## src/oplt_pkg.sv

```systemverilog
// Shared types and constants of the ordered presence list tracker.
// No dependencies; imported by the top level and by its checker.
`timescale 1ns / 1ps

package oplt_pkg;

  // Field widths of the stream payloads.
  localparam int IDX_W   = 10;
  localparam int POS_W   = 4;
  localparam int COUNT_W = 5;

  // At most this many entries are sent out by one close tick.
  localparam int EMIT_MAX = 16;

  // Bit positions of the result fields inside the output tdata.
  localparam int OUT_IDX_LSB  = 0;
  localparam int OUT_POS_LSB  = OUT_IDX_LSB + IDX_W;
  localparam int OUT_PRES_LSB = OUT_POS_LSB + POS_W;
  localparam int OUT_PEND_LSB = OUT_PRES_LSB + COUNT_W;
  localparam int OUT_DROP_LSB = OUT_PEND_LSB + COUNT_W;
  localparam int OUT_DATA_W   = 32;
  localparam int IN_DATA_W    = 16;

  // Input item kinds, carried on the input tuser.
  typedef enum logic [1:0] {
    ACT_ARRIVE = 2'd0,
    ACT_MERGE  = 2'd1,
    ACT_CLEAR  = 2'd2
  } action_t;

endpackage

```

## src/ordered_presence_list_tracker_top.sv

```systemverilog
// Ordered presence list tracker: top level with the sequencer and both list memories.
// Depends on oplt_pkg.
`timescale 1ns / 1ps

//  Channel   | Direction | Payload
//  ----------+-----------+---------------------------------------------------------
//  s_axis    | in        | tuser: action; tdata: object_id
//  m_axis    | out       | tuser: entry_valid; tlast: last; tdata: index, position,
//            |           |   present count, pending count, dropped
//  cfg       | in        | cfg_wen / cfg_wdata write id_offset, no read-back
//
// One item is worked on at a time; s_axis_tready is high only while the sequencer idles.
// An arrival walks the pending list once; an arrival below the offset goes straight to a status
// result. A close tick compares every present entry against the pending list, walks the pending
// list once more for the rest, then emits one result per present entry, up to EMIT_MAX, or one
// status result; clear and unused codes go straight to a status result.
// All walks use the single compare path against the registered memory read ports.
// Reset is synchronous and clears sizes, marks and control; no clearing pass is needed.
// The output register holds a finished result until it is taken, while the next item
// may already be accepted; a stalled output only delays the loading of the next result.

module ordered_presence_list_tracker_top #(
  parameter int CAPACITY = 16
) (
  input  logic        clk,
  input  logic        rst,
  // Configuration: id_offset in bits 9:0
  input  logic        cfg_wen,
  input  logic [9:0]  cfg_wdata,
  // Input stream
  input  logic        s_axis_tvalid,
  output logic        s_axis_tready,
  input  logic [15:0] s_axis_tdata,   // [9:0] object_id, [15:10] zero
  input  logic [1:0]  s_axis_tuser,   // [1:0] action
  // Output stream
  output logic        m_axis_tvalid,
  input  logic        m_axis_tready,
  output logic [31:0] m_axis_tdata,   // [9:0] agent_index, [13:10] position,
                                      // [18:14] present_count, [23:19] pending_count,
                                      // [24] dropped, [31:25] zero
  output logic [0:0]  m_axis_tuser,   // [0] entry_valid
  output logic        m_axis_tlast
);

  import oplt_pkg::*;

  localparam int AW = (CAPACITY > 1) ? $clog2(CAPACITY) : 1;
  localparam int CW = $clog2(CAPACITY + 1);
  localparam int WW = CW + COUNT_W;

  // Sequencer states, one-hot.
  typedef enum logic [7:0] {
    ST_IDLE   = 8'b0000_0001,
    ST_ARR    = 8'b0000_0010,
    ST_MPRES  = 8'b0000_0100,
    ST_MSCAN  = 8'b0000_1000,
    ST_MREST  = 8'b0001_0000,
    ST_EFETCH = 8'b0010_0000,
    ST_ELOAD  = 8'b0100_0000,
    ST_STATUS = 8'b1000_0000
  } state_t;

  state_t state, state_next;

  logic [IDX_W-1:0] id_offset;
  logic [IDX_W-1:0] arr_idx;
  logic             drop;
  logic [CW-1:0]    pres_size, pend_size;
  logic [CW-1:0]    i_cnt, j_cnt, n_cnt, k_cnt;
  logic [AW-1:0]    jp;
  logic             cmp_v;
  logic [CAPACITY-1:0] taken;

  // List memories with registered read data.
  logic [IDX_W-1:0] present_mem [CAPACITY];
  logic [IDX_W-1:0] pending_mem [CAPACITY];
  logic [IDX_W-1:0] pres_rd, pend_rd;
  logic [AW-1:0]    pres_raddr, pend_raddr;
  logic             pres_we, pend_we;
  logic [IDX_W-1:0] pres_wdata;

  // Output register.
  logic             out_valid;
  logic             out_entry;
  logic [IDX_W-1:0] out_index;
  logic [POS_W-1:0] out_pos;
  logic             out_last;
  logic [COUNT_W-1:0] out_pres, out_pend;
  logic             out_drop;

  logic in_fire, out_free, out_load;
  logic scan_more, scan_end;
  logic arr_hit, m_hit, r_take;
  logic emit_last;
  logic [WW-1:0] pres_wide, pend_wide, k_wide;

  assign s_axis_tready = (state == ST_IDLE);
  assign in_fire       = s_axis_tvalid && s_axis_tready;
  assign out_free      = !out_valid || m_axis_tready;
  assign out_load      = out_free && ((state == ST_ELOAD) || (state == ST_STATUS));

  // Walk of the pending list: j_cnt is the address being read, jp the address whose data
  // sits in pend_rd when cmp_v is set.
  assign scan_more = (j_cnt < pend_size);
  assign scan_end  = !scan_more && !cmp_v;

  assign pend_raddr = (j_cnt < CW'(CAPACITY)) ? j_cnt[AW-1:0] : '0;

  always_comb begin
    if (state == ST_EFETCH || state == ST_ELOAD) begin
      pres_raddr = (k_cnt < CW'(CAPACITY)) ? k_cnt[AW-1:0] : '0;
    end else begin
      pres_raddr = (i_cnt < CW'(CAPACITY)) ? i_cnt[AW-1:0] : '0;
    end
  end

  // Compare outcomes of the shared unit for each walking state.
  assign arr_hit = cmp_v && (pend_rd == arr_idx);
  assign m_hit   = cmp_v && !taken[jp] && (pend_rd == pres_rd);
  assign r_take  = cmp_v && !taken[jp] && (n_cnt < CW'(CAPACITY));

  assign pend_we = (state == ST_ARR) && !arr_hit && scan_end && (pend_size < CW'(CAPACITY));
  assign pres_we = ((state == ST_MSCAN) && m_hit) || ((state == ST_MREST) && r_take);
  assign pres_wdata = (state == ST_MSCAN) ? pres_rd : pend_rd;

  // Counts widened so that a five-bit slice works for any capacity.
  assign pres_wide = {{COUNT_W{1'b0}}, pres_size};
  assign pend_wide = {{COUNT_W{1'b0}}, pend_size};
  assign k_wide    = {{COUNT_W{1'b0}}, k_cnt};
  assign emit_last = ((k_wide + WW'(1)) == pres_wide) || (k_wide == WW'(EMIT_MAX - 1));

  always_ff @(posedge clk) begin
    if (pend_we) begin
      pending_mem[pend_size[AW-1:0]] <= arr_idx;
    end
    pend_rd <= pending_mem[pend_raddr];
  end

  always_ff @(posedge clk) begin
    if (pres_we) begin
      present_mem[n_cnt[AW-1:0]] <= pres_wdata;
    end
    pres_rd <= present_mem[pres_raddr];
  end

  always_ff @(posedge clk) begin
    if (rst) begin
      id_offset <= '0;
    end else if (cfg_wen) begin
      id_offset <= cfg_wdata;
    end
  end

  // Next state of the sequencer.
  always_comb begin
    state_next = state;
    unique case (state)
      ST_IDLE: begin
        if (in_fire) begin
          case (s_axis_tuser)
            ACT_ARRIVE: begin
              state_next = (s_axis_tdata[IDX_W-1:0] < id_offset) ? ST_STATUS : ST_ARR;
            end
            ACT_MERGE: state_next = ST_MPRES;
            default:   state_next = ST_STATUS;
          endcase
        end
      end
      ST_ARR: begin
        if (arr_hit || scan_end) begin
          state_next = ST_STATUS;
        end
      end
      ST_MPRES:  state_next = (i_cnt < pres_size) ? ST_MSCAN : ST_MREST;
      ST_MSCAN: begin
        if (m_hit || scan_end) begin
          state_next = ST_MPRES;
        end
      end
      ST_MREST: begin
        if (scan_end) begin
          state_next = (n_cnt == '0) ? ST_STATUS : ST_EFETCH;
        end
      end
      ST_EFETCH: state_next = ST_ELOAD;
      ST_ELOAD: begin
        if (out_free) begin
          state_next = emit_last ? ST_IDLE : ST_EFETCH;
        end
      end
      ST_STATUS: begin
        if (out_free) begin
          state_next = ST_IDLE;
        end
      end
      default: state_next = ST_IDLE;
    endcase
  end

  always_ff @(posedge clk) begin
    if (rst) begin
      state     <= ST_IDLE;
      pres_size <= '0;
      pend_size <= '0;
      taken     <= '0;
      cmp_v     <= 1'b0;
      drop      <= 1'b0;
      out_valid <= 1'b0;
    end else begin
      state <= state_next;

      // A result taken in the same cycle as a new one is loaded keeps the register full.
      if (out_valid && m_axis_tready && !out_load) begin
        out_valid <= 1'b0;
      end

      unique case (state)
        ST_IDLE: begin
          if (in_fire) begin
            j_cnt <= '0;
            cmp_v <= 1'b0;
            case (s_axis_tuser)
              ACT_ARRIVE: begin
                drop    <= (s_axis_tdata[IDX_W-1:0] < id_offset);
                arr_idx <= s_axis_tdata[IDX_W-1:0] - id_offset;
              end
              ACT_MERGE: begin
                drop  <= 1'b0;
                taken <= '0;
                i_cnt <= '0;
                n_cnt <= '0;
              end
              ACT_CLEAR: begin
                drop      <= 1'b0;
                pres_size <= '0;
                pend_size <= '0;
              end
              default: begin
                drop <= 1'b0;
              end
            endcase
          end
        end
        ST_ARR: begin
          if (!arr_hit && scan_end) begin
            if (pend_size < CW'(CAPACITY)) begin
              pend_size <= pend_size + CW'(1);
            end else begin
              drop <= 1'b1;
            end
          end else if (!arr_hit) begin
            cmp_v <= scan_more;
            jp    <= pend_raddr;
            if (scan_more) begin
              j_cnt <= j_cnt + CW'(1);
            end
          end
        end
        ST_MPRES: begin
          j_cnt <= '0;
          cmp_v <= 1'b0;
        end
        ST_MSCAN: begin
          if (m_hit) begin
            taken[jp] <= 1'b1;
            n_cnt     <= n_cnt + CW'(1);
            i_cnt     <= i_cnt + CW'(1);
          end else if (scan_end) begin
            i_cnt <= i_cnt + CW'(1);
          end else begin
            cmp_v <= scan_more;
            jp    <= pend_raddr;
            if (scan_more) begin
              j_cnt <= j_cnt + CW'(1);
            end
          end
        end
        ST_MREST: begin
          if (scan_end) begin
            pres_size <= n_cnt;
            pend_size <= '0;
            k_cnt     <= '0;
          end else begin
            if (r_take) begin
              taken[jp] <= 1'b1;
              n_cnt     <= n_cnt + CW'(1);
            end
            cmp_v <= scan_more;
            jp    <= pend_raddr;
            if (scan_more) begin
              j_cnt <= j_cnt + CW'(1);
            end
          end
        end
        ST_EFETCH: begin
          cmp_v <= 1'b0;
        end
        ST_ELOAD: begin
          if (out_free) begin
            out_valid <= 1'b1;
            out_entry <= 1'b1;
            out_index <= pres_rd;
            out_pos   <= k_wide[POS_W-1:0];
            out_last  <= emit_last;
            out_pres  <= pres_wide[COUNT_W-1:0];
            out_pend  <= pend_wide[COUNT_W-1:0];
            out_drop  <= 1'b0;
            k_cnt     <= k_cnt + CW'(1);
          end
        end
        ST_STATUS: begin
          if (out_free) begin
            out_valid <= 1'b1;
            out_entry <= 1'b0;
            out_index <= '0;
            out_pos   <= '0;
            out_last  <= 1'b1;
            out_pres  <= pres_wide[COUNT_W-1:0];
            out_pend  <= pend_wide[COUNT_W-1:0];
            out_drop  <= drop;
          end
        end
        default: begin
          cmp_v <= 1'b0;
        end
      endcase
    end
  end

  assign m_axis_tvalid   = out_valid;
  assign m_axis_tuser[0] = out_entry;
  assign m_axis_tlast    = out_last;
  assign m_axis_tdata    = {{(OUT_DATA_W - OUT_DROP_LSB - 1){1'b0}}, out_drop, out_pend,
                            out_pres, out_pos, out_index};

endmodule

```

## config.mk

```make
export PLATFORM = sky130hd
export DESIGN_NAME = ordered_presence_list_tracker_top
export DESIGN_NICKNAME = d
export VERILOG_FILES = /design/src/oplt_pkg.sv /design/src/ordered_presence_list_tracker_top.sv
export SDC_FILE = /design/constraint.sdc
export NUM_CORES = 1
export LEC_CHECK = 0
export BUFFER_PORTS_ARGS = -buffer_cell sky130_fd_sc_hd__buf_2
export CELL_PAD_IN_SITES_DETAIL_PLACEMENT = 2
export CELL_PAD_IN_SITES_GLOBAL_PLACEMENT = 2
export CORE_MARGIN = 5
export CORE_UTILIZATION = 45
export DETAILED_ROUTE_END_ITERATION = 8
export HOLD_SLACK_MARGIN = 0.06
export PLACE_DENSITY = 0.82
export SETUP_SLACK_MARGIN = 0.2
export SYNTH_ARGS = -nofsm -noshare
export SYNTH_HDL_FRONTEND = slang
export SYNTH_SLANG_ARGS = --single-unit
export TNS_END_PERCENT = 10
```

## constraint.sdc

```tcl
create_clock -name clk -period 4.6 [get_ports clk]
set_input_delay 1.15 -clock clk [delete_from_list [all_inputs] [get_ports clk]]
set_output_delay 1.15 -clock clk [all_outputs]
set_load 0.1 [all_outputs]
```

==> flow_summary.json <==
{
  "status": "finished, final reports clean",
  "synth_flop_cell": "edfxtp_1",
  "synth.distinct_cells": 73,
  "cts_sinks": 448,
  "clockRootBuffer": "clkbuf_16",
  "setup_ws_ps": 391.6,
  "drtIter0Drc": 979,
  "synth_xor_area_share_pct": 2.114,
  "grt_pass1_wl_um": 90180,
  "gp_congestion": 0.7768,
  "hpwl_um": 38950,
  "finalClockSkew_ps": 34.26,
  "synth_top_family_by_area": "multiplexers",
  "worstPathMaxFanout": 10,
  "wirelength_um": 60180,
  "required_ps": 4800,
  "syn_area_um2": 19060,
  "drive_gt1_share_pct": 15.07,
  "arrival_ps": 4410,
  "start_util_pct": 45.44,
  "setup_violations": 0,
  "maxCapViolCount": 0,
  "ys_seq_elements": 448,
  "cellPowerDensity_nw_per_um2": 468.5,
  "first_pass_iters": 5,
  "r2r_slack_ps": 390,
  "ys_async_sr_fraction_pct": 0,
  "clkTransAtPathRegs_ps": 60,
  "grt_pass1_vias": 13780,
  "cts_buffers": 48,
  "synth_area_per_cell_um2": 13.79,
  "grt_remaining_overflow": 0,
  "setup_tns_ps": 0,
  "cts_tree": "done",
  "synth_adder_area_share_pct": 2.074,
  "rsz0062_at_grt": "no",
  "cp-start-kind": "flop",
  "drt_drc_violations_left": 0,
  "portBuffers": 55,
  "ioPinCount": 69,
  "slew-limit-headroom_pct": 20.77,
  "power_leakage_nw": 7.640,
  "viasPerCell": 6.039,
  "synth_edf_count": 381,
  "num_vias": 12350,
  "netlist_instances": 1382,
  "antenna_left": 0,
  "rows": 75,
  "synth_simple_gate_area_share_pct": 8.652,
  "slew_viol_final": 0,
  "cts_buffer_depth": 3,
  "yosys_warnings": 0,
  "hold_violations": 0,
  "peakVddDrop_uv": 299.9,
  "core_area_um2": 41950,
  "finalCriticalPeriod_ps": 4208,
  "tightest_slew_ps": 1184,
  "postCtsResizedCells": 0,
  "fin_nets": 1532,
  "cts_setup_buffers": 0,
  "syn_to_final_growth_pct": 13.46,
  "synth.mux.area_fraction_pct": 9.125,
  "antenna_found_initial": 3,
  "die_w_um": 215.8,
  "clock.fmax_mhz": 237.6,
  "fin_crit_sh_pct": 91.49,
  "end_kind": "flop",
  "grt_use_total_pct": 25.52,
  "fp.dieArea_um2": 46570,
  "post-place-ws_ps": 672.7,
  "path_class": "flop to flop",
  "fill_cells": 3876,
  "die_h_um": 215.8,
  "cts.htree.levels": 2,
  "min-delay-path-class": "flop to flop",
  "synth-seq-area-share_pct": 67.06,
  "ctsHoldBuffers": 0,
  "clock_latency_ps": 600,
  "diodes": 0,
  "grt_max_degree": 65,
  "synth-compound-area-share_pct": 8.416,
  "wire_per_inst_um": 29.43
}
## per-stage QoR
step                      power, mW  cells  area, um^2  hold WS (ps)  util, %
final                         10.13   2045       21630         473.9    51.56
after global routing          10.49   2045       21630         500.1    51.56
after CTS                     10.20   2045       21630         479.2    51.56
after detailed placement      6.295   1957       20090         457.4    47.88
after global placement        6.167   1957       20090         440.0    47.88
after floorplan               5.731   1388       19080         406.4        -
## routing by layer
layer | wire, um | GRT usage [%]
met5 | 7 | 0
met4 | 2061 | 9.260
met3 | 2239 | 3.686
met2 | 31970 | 46.54
met1 | 23910 | 30.78
## final timing paths
check                                 start                      endpoint  cells after the start
hold reg to reg       taken[4]$_SDFFE_PP0P_         taken[4]$_SDFFE_PP0P_                      2
setup reg to reg  pend_size[2]$_SDFFE_PP0P_  pending_mem[11][9]$_DFFE_PP_                      8
hold / removal        taken[4]$_SDFFE_PP0P_         taken[4]$_SDFFE_PP0P_                      2
setup / recovery  pend_size[2]$_SDFFE_PP0P_  pending_mem[11][9]$_DFFE_PP_                      8
## state kept, by name, summed over array words and instances (netlist names), 8 cells and up
register     count
out_index       10
pres_rd         10
state            8
pend_rd         10
pending_mem    160
arr_idx         10
present_mem    160
id_offset       10
taken           16
## report_power, final
group	switching (mW)	internal (mW)
clock network	1.64	2.23
logic	1.08	0.391
registers	0.135	4.66
## critical path: stages (launching register included)
cell and delay [ps]:
dfxtp_1 520, inv_1 170, ha_1 350, nand2_1 50, o21ai_0 390, a41oi_2 430
nor3_1 640, nand2_1 280, nor2_1 960
## logic make-up (layout without fill, tap and decap cells)
family	Yosys count	count (layout)
AOI/OAI and AO/OA	248	248
xor gates and xnor gates	46	46
adders and majority gates	31	31
buffers and inverters	110	228
DFF	448	448
muxes	162	162
other	1	7
and+or+nand+nor	336	336
## placed cells by master (no fill, tap or decap), drive strengths merged, types with 23 or more instances in the layout
cell,netlist,final
a21oi,57,57
o22ai,42,42
nand2,72,72
dfxtp,67,67
o21ai,55,55
mux2,32,32
nor2,110,110
nor3,23,23
nand3,28,28
mux2i,125,125
ha,30,30
clkbuf,45,66
edfxtp,381,381
xor2,30,30
inv,39,39
buf,26,101
## area by class of cell
type	count	area, um^2	share of cell area (%)
Clock inverter	22	219.0	1.012
Clock buffer	66	1321	6.110
Tap cell	539	674.4	3.118
Multi-Input combinational cell	830	5849	27.05
Timing Repair Buffer	101	633.1	2.928
Inverter	39	146.4	0.6769
Sequential cell	448	12780	59.11
## cell usage after synthesis (11+ instances only)
| cell type | instances | area share [%] |
|---|---|---|
| ha_1 | 30 | 2.0 |
| nand3_1 | 28 | 0.74 |
| mux2i_1 | 125 | 6.6 |
| nand2_1 | 72 | 1.4 |
| clkbuf_1 | 42 | 0.83 |
| dfxtp_1 | 67 | 7.0 |
| a21oi_1 | 57 | 1.5 |
| or4_1 | 11 | 0.43 |
| a22oi_1 | 15 | 0.59 |
| mux2_2 | 32 | 1.9 |
| a31oi_1 | 18 | 0.59 |
| o22ai_1 | 42 | 1.4 |
| nor2b_1 | 14 | 0.46 |
| inv_1 | 39 | 0.77 |
| and2_1 | 18 | 0.59 |
| edfxtp_1 | 381 | 60 |
| nor3_1 | 23 | 0.60 |
| xnor2_1 | 16 | 0.74 |
| xor2_1 | 30 | 1.4 |
| nor2_1 | 110 | 2.2 |
| nand2b_1 | 13 | 0.43 |
| o21ai_0 | 54 | 1.4 |
No activity file was read; power rests on OpenSTA's default activity.
